## config.mk

```make
export PLATFORM = sky130hd
export DESIGN_NAME = phpc_ctrl
export DESIGN_NICKNAME = d
export VERILOG_FILES = /design/src/rtl/core/phpc_pkg.sv /design/src/rtl/core/phpc_ctrl.sv
export SDC_FILE = /design/constraint.sdc
export NUM_CORES = 1
export LEC_CHECK = 0
export BUFFER_PORTS_ARGS = -buffer_cell sky130_fd_sc_hd__buf_2
export CAP_MARGIN = 0
export CORE_AREA = 2 2 39 41
export CTS_BUF_LIST = sky130_fd_sc_hd__clkbuf_2 sky130_fd_sc_hd__clkbuf_4 sky130_fd_sc_hd__clkbuf_8
export CTS_CLUSTER_DIAMETER = 150
export CTS_CLUSTER_SIZE = 20
export DETAILED_ROUTE_END_ITERATION = 8
export DIE_AREA = 0 0 41 43
export SETUP_SLACK_MARGIN = 0.4
export SLEW_MARGIN = 20
export SYNTH_ARGS = -nofsm -noshare
export SYNTH_HDL_FRONTEND = slang
export SYNTH_SLANG_ARGS = --single-unit
```

## constraint.sdc

```tcl
create_clock -name clock -period 1.3 [get_ports clock]
set_input_delay 0.065 -clock clock [delete_from_list [all_inputs] [get_ports clock]]
set_output_delay 0.065 -clock clock [all_outputs]
set_load 0.02 [all_outputs]
```

## src/rtl/core/phpc_pkg.sv

```systemverilog
`default_nettype none

package phpc_pkg;

   localparam int CSR_ADDR_W = 3;
   localparam int CSR_DATA_W = 24;

   localparam logic [CSR_ADDR_W-1:0] CSR_SETPOINT  = 3'd0;
   localparam logic [CSR_ADDR_W-1:0] CSR_PROP_GAIN = 3'd1;
   localparam logic [CSR_ADDR_W-1:0] CSR_PERIOD    = 3'd2;
   localparam logic [CSR_ADDR_W-1:0] CSR_INT_TIME  = 3'd3;
   localparam logic [CSR_ADDR_W-1:0] CSR_DER_TIME  = 3'd4;
   localparam logic [CSR_ADDR_W-1:0] CSR_PWM_CYCLE = 3'd5;
   localparam logic [CSR_ADDR_W-1:0] CSR_MIN_OUT   = 3'd6;

   typedef enum logic [3:0] {
      ST_IDLE,
      ST_CHECK,
      ST_DIV_KI,
      ST_DIV_KD,
      ST_MUL_P,
      ST_MUL_I,
      ST_MUL_D,
      ST_ACC,
      ST_DONE
   } state_type;

   typedef enum logic [1:0] {
      MUL_P,
      MUL_I,
      MUL_D
   } mul_op_type;

   typedef enum logic [1:0] {
      ACC_NONE,
      ACC_LOAD,
      ACC_ADD_CLAMP,
      ACC_ADD
   } acc_op_type;

   typedef enum logic {
      DIV_KI,
      DIV_KD
   } div_sel_type;

   typedef struct packed {
      logic        load;
      logic        err_update;
      logic        div_start;
      div_sel_type div_sel;
      logic        save_ki;
      logic        save_kd;
      mul_op_type  mul_op;
      acc_op_type  acc_op;
      logic        commit;
   } cmd_type;

   typedef struct packed {
      logic pid_due;
      logic div_done;
      logic out_free;
   } status_type;

endpackage

`default_nettype wire

```

## src/rtl/core/phpc_ctrl.sv

```systemverilog
`default_nettype none

module phpc_ctrl import phpc_pkg::*; (
   input  wire logic       clock,
   input  wire logic       reset,
   input  wire logic       req_tvalid,
   output logic            req_tready,
   input  wire status_type status,
   output cmd_type         cmd
);

   state_type state_ff, state_in;

   always_ff @(posedge clock) begin
      if (reset) begin
         state_ff <= ST_IDLE;
      end else begin
         state_ff <= state_in;
      end
   end

   always_comb begin
      state_in   = state_ff;
      req_tready = 1'b0;
      cmd        = '{load: 1'b0, err_update: 1'b0, div_start: 1'b0, div_sel: DIV_KI,
                     save_ki: 1'b0, save_kd: 1'b0, mul_op: MUL_P, acc_op: ACC_NONE,
                     commit: 1'b0};
      case (state_ff)
         ST_IDLE: begin
            req_tready = 1'b1;
            if (req_tvalid) begin
               cmd.load = 1'b1;
               state_in = ST_CHECK;
            end
         end
         ST_CHECK: begin
            if (status.pid_due) begin
               cmd.err_update = 1'b1;
               cmd.div_start  = 1'b1;
               cmd.div_sel    = DIV_KI;
               state_in       = ST_DIV_KI;
            end else begin
               state_in = ST_DONE;
            end
         end
         ST_DIV_KI: begin
            if (status.div_done) begin
               cmd.save_ki   = 1'b1;
               cmd.div_start = 1'b1;
               cmd.div_sel   = DIV_KD;
               state_in      = ST_DIV_KD;
            end
         end
         ST_DIV_KD: begin
            if (status.div_done) begin
               cmd.save_kd = 1'b1;
               state_in    = ST_MUL_P;
            end
         end
         ST_MUL_P: begin
            cmd.mul_op = MUL_P;
            state_in   = ST_MUL_I;
         end
         ST_MUL_I: begin
            cmd.mul_op = MUL_I;
            cmd.acc_op = ACC_LOAD;
            state_in   = ST_MUL_D;
         end
         ST_MUL_D: begin
            cmd.mul_op = MUL_D;
            cmd.acc_op = ACC_ADD_CLAMP;
            state_in   = ST_ACC;
         end
         ST_ACC: begin
            cmd.acc_op = ACC_ADD;
            state_in   = ST_DONE;
         end
         ST_DONE: begin
            if (status.out_free) begin
               cmd.commit = 1'b1;
               state_in   = ST_IDLE;
            end
         end
         default: begin
            state_in = ST_IDLE;
         end
      endcase
   end

endmodule

`default_nettype wire

```

Word-level counts from Yosys, hierarchy flattened
Index checks and enable logic that the tools add are counted.
W data, S select, Z words.
{"block": "word_totals", "register_bits": 4, "output_inout_bits": 12, "elab_cells": 35}
{"block": "op_classes", "n_eq_ne": 12, "n_mux": 20, "reduce_logical": 2}
{"operator": "$pmux W4 S9", "count": 1}
{"operator": "$mux W4", "count": 5}
{"operator": "$eq A4 B3 Y1 const B", "count": 4}
{"operator": "$mux W1", "count": 9}
{"operator": "$eq A4 B2 Y1 const B", "count": 2}
{"operator": "$ne A2 B2 Y1 const B", "count": 4}
{"operator": "$pmux W2 S2", "count": 2}
{"operator": "$mux W3", "count": 2}
{"operator": "$pmux W2 S3", "count": 1}
{"operator": "$eq A4 B1 Y1 const B", "count": 1}
{"operator": "$eq A4 B4 Y1 const B", "count": 1}
{"operator": "$logic_not A4 Y1", "count": 1}
{"operator": "$reduce_and A4 Y1", "count": 1}

Longest topological paths before layout
{"block": "logic_depth", "depth_word": 3, "mapped_depth": 5, "depth_no_buf": 3}

Worst setup path after synthesis
OpenSTA, ideal clock, no wires.
{"block": "synth_path", "path_kind": "reg-to-output", "startpoint": "reg state_ff[3]", "endpoint": "out cmd[7] (netlist name)", "arrival_time_ps": 1375, "required_time_ps": 1235, "setup_slack_ps": -140, "path_stages_with_launch": 6, "cell_sequence": "dfxtp_1 buf_6 nor2b_2 nand2_1 nor3_1 buf_4"}
{"element": "start: declaration", "line_no": "phpc_ctrl.sv:12", "source": "state_type state_ff, state_in;"}
{"element": "start signal: assignment", "line_no": "phpc_ctrl.sv:18", "source": "state_ff <= state_in;"}
{"element": "end: declaration", "line_no": "phpc_ctrl.sv:9", "source": "output cmd_type cmd"}

==> results_tabular.tex <==
\begin{tabular}{lr}
\hline
Metric & Value \\
\hline
\multicolumn{2}{l}{\textbf{Setup path}} \\
Worst setup path startpoint & state\_ff[1] \\
Critical setup path kind & flip-flop to output pin \\
Critical path capture point type & output pin \\
Worst flop-to-flop path startpoint & state\_ff[3] \\
Type of origin of the critical path & flip-flop \\
Flop-to-flop setup slack & 0.20 ns \\
Reg-to-reg critical path endpoint & state\_ff[2] \\
Critical path endpoint & cmd[8] \\
Length in cells of the worst reg-to-reg path & 3 \\
Critical path data required time & 1.24 ns \\
Critical path data arrival time & 1.22 ns \\
Critical Path Fanout Max & 7 \\
\multicolumn{2}{l}{\textbf{STA}} \\
Hold slack final & 0.121 ns \\
Final clock period utilization by the worst path & 0.992 \\
Final Hold Vio Count & 0 \\
Slew at the pin closest to its max-slew limit & 0.221 ns \\
Final worst-path setup slack & 0.0103 ns \\
Relative max-transition margin & 0.852 \\
Clk\_skew & 0.00466 ns \\
Pins over their slew limit & 0 \\
Highest Clock Rate & 0.775 GHz \\
Setup repair after global routing missed its margin & yes \\
Clock period minus worst slack & 1.29 ns \\
Number of setup violations in the final report & 0 \\
\multicolumn{2}{l}{\textbf{Cells and area}} \\
Diodes inserted & 0 \\
Synthesis-to-layout area growth & 120\% \\
Fill cell count & 129 \\
Share of layout cells above drive strength 1 & 0.818 \\
Post-route cell area & 805 um\^{}2 \\
Flip-flop count of the largest register after layout & 4 \\
Count of placed standard cells in the final layout, fillers left out & 93 \\
Top flop regs & state\_ff x4 \\
Number of nets in the layout & 85 \\
Register with the highest flop count & state\_ff \\
\multicolumn{2}{l}{\textbf{Synthesis}} \\
Average cell area after synthesis & 7.94 um\^{}2 \\
Warnings, synthesis & 0 \\
Asr flop ratio synth & 0 \\
Top cells by area, synth & sky130\_fd\_sc\_hd\_\_dfxtp\_1, sky130\_fd\_sc\_hd\_\_nor2b\_1, sky130\_fd\_sc\_hd\_\_buf\_6 \\
Most repeated cell in the gate-level netlist after synthesis & sky130\_fd\_sc\_hd\_\_nand2\_1 \\
Number of enable flip-flop cells after synthesis & 0 \\
Post-synthesis sequential area ratio & 0.219 \\
Area share of the largest cell type after synthesis & 0.219 \\
Number of instances in the synthesized netlist & 46 \\
Dominant cell type by area after synthesis & sky130\_fd\_sc\_hd\_\_dfxtp\_1 \\
Post-synth top cells & sky130\_fd\_sc\_hd\_\_nand2\_1, sky130\_fd\_sc\_hd\_\_dfxtp\_1, sky130\_fd\_sc\_hd\_\_nor2b\_1 \\
Register bit total from synthesis & 4 \\
Distinct cells, synth & 24 \\
Top FF cell, synth & sky130\_fd\_sc\_hd\_\_dfxtp\_1 \\
Syn\_nets & 52 \\
Post-Synthesis Cell Area & 365 um\^{}2 \\
\multicolumn{2}{l}{\textbf{Place}} \\
Global placement routability congestion & 0.740 \\
Number of input and output port buffers inserted & 17 \\
Area after detailed placement & 524 um\^{}2 \\
\# placed instances & 76 \\
Final HPWL DP & 650 um \\
Setup slack at placement & 0.127 ns \\
\multicolumn{2}{l}{\textbf{Power}} \\
Power density over the cells & 632 mW/mm\^{}2 \\
Peak supply drop & 0.000327 V \\
Static power due to leakage & 0.344 nW \\
\multicolumn{2}{l}{\textbf{Detailed routing}} \\
Vias after detailed routing & 449 \\
Detailed Routing Iterations Pass 1 & 1 \\
Antenna-violating nets left & 0 \\
Detailed-route DRC error count & 0 \\
Post-DR vias/cell & 4.83 \\
Routed WL per cell & 13.2 um \\
Drt total wl & 1230 um \\
First-iteration detailed-routing DRC count & 0 \\
\multicolumn{2}{l}{\textbf{Clocking}} \\
Sink Count & 4 \\
Clock tree buffer depth & 2 \\
Clock tree from TritonCTS & built \\
Number of levels the H-tree was split into & 1 \\
Clock Latency Late Sink & 0.24 ns \\
CTS clk-pin slew, worst paths & 0.03 ns \\
Number of buffers created by CTS & 3 \\
Library cell used as clock root buffer & sky130\_fd\_sc\_hd\_\_clkbuf\_4 \\
\multicolumn{2}{l}{\textbf{Die}} \\
I/O pin total & 18 \\
Effective utilization at floorplan & 0.264 \\
Site row count & 14 \\
Area of the placeable core & 0.00138 mm\^{}2 \\
Width of the die & 41 um \\
Die Y-Extent & 43 um \\
Die area & 0.00176 mm\^{}2 \\
\multicolumn{2}{l}{\textbf{Global routing}} \\
Vias in the first global route & 418 \\
Largest net degree at the start of global routing & 9 \\
Wire length of the first global-routing pass & 1880 um \\
GRT Residual Overflow & 0 \\
Overall routing resource usage & 0.165 \\
Number of antenna violations at the first check in global routing & 0 \\
\multicolumn{2}{l}{\textbf{Flow run}} \\
MaxCap Viol Count & 0 \\
\multicolumn{2}{l}{\textbf{Hold path}} \\
Hold Path Origin & reset \\
Min-delay worst type & input port to flip-flop \\
\multicolumn{2}{l}{\textbf{Run status}} \\
Outcome & complete, no violations \\
\hline
\end{tabular}
==> layer usage <==
metal  global-route usage  wire (um)  part of all wire  up-vias
li1                     -          -                 -      226
met5                    0          0                 0        -
met1                0.187        479              0.39      201
met2                0.244        649              0.53       18
met3               0.0524         67             0.055        4
met4                0.120         31             0.025        0
==> cells in the final DEF, fill, tap and decap left out, drive strengths merged <==
cell         Yosys  routed
nand2            6       6
nand3            1       1
nor3b            2       2
a311oi           1       1
dlygate4sd3      0       1
clkbuf           0       4
and3             1       1
and2             2       2
nand3b           2       2
or2              1       1
o21ai            3       3
dfxtp            4       4
a31oi            2       2
nor3             3       3
nor2b            5       5
buf              5      31
o21bai           1       1
a21oi            2       2
nor4             2       2
nor2             2       2
a211oi           1       1
==> power by group <==
part | leakage, nW | total (mW) | internal [mW] | switching (mW)
clock | 0.0138 | 0.155 | 0.103 | 0.0521
sequential | 0.0356 | 0.144 | 0.127 | 0.0176
combinational | 0.295 | 0.209 | 0.112 | 0.0971
total | 0.344 | 0.509 | 0.342 | 0.167
==> critical path, cell delays in order (launching register included) <==
cell	delay, ns
sky130_fd_sc_hd__dfxtp_4	0.39
sky130_fd_sc_hd__buf_4	0.13
sky130_fd_sc_hd__nand3b_4	0.09
sky130_fd_sc_hd__a211oi_4	0.24
sky130_fd_sc_hd__buf_6	0.14
==> final cells by class <==
class / count / area (um^2) / share of cell area
multi-input combinational: 37 / 378 / 0.470
clock buffer: 3 / 22.5 / 0.0280
tap: 16 / 20.0 / 0.0249
timing repair buffer: 33 / 289 / 0.359
sequential: 4 / 95.1 / 0.118
==> cells by family (layout without fill, tap and decap cells) <==
| kind of cell | count (synthesis) | count (layout) | share of synthesized area |
|---|---|---|---|
| buffers and inverters | 5 | 36 | 0.110 |
| AOI/OAI and AO/OA | 10 | 10 | 0.199 |
| and+or+nand+nor | 27 | 27 | 0.473 |
| DFF | 4 | 4 | 0.219 |
==> worst min-delay path by stage <==
stage | end | slack, ns | cells past startpoint
global route | state_ff[1] | 0.12 | 3
floorplan | state_ff[3] | 0.13 | 1
finish | state_ff[1] | 0.12 | 3
CTS | state_ff[0] | 0.11 | 3
detailed placement | state_ff[3] | 0.25 | 2
global placement | state_ff[3] | 0.25 | 2
==> per-stage QoR <==
step	total power, mW	utilization	TNS [ns]
after floorplan	0.259	-	0
after global placement	0.287	0.379	0
after detailed placement	0.287	0.379	0
after CTS	0.484	0.512	0
after global routing	0.536	0.581	-0.123
final	0.509	0.581	0
==> timing repair <==
item / 4_1_cts / 5_1_grt
endpoints found under the hold margin: 1 / 0
buffers inserted: 11 / 2
resized for setup: 25 / 22
setup endpoints to repair: 16 / 16
pin swaps: 6 / 5
hold buffers: 1 / 0
No activity file was read; power rests on OpenSTA's default activity.
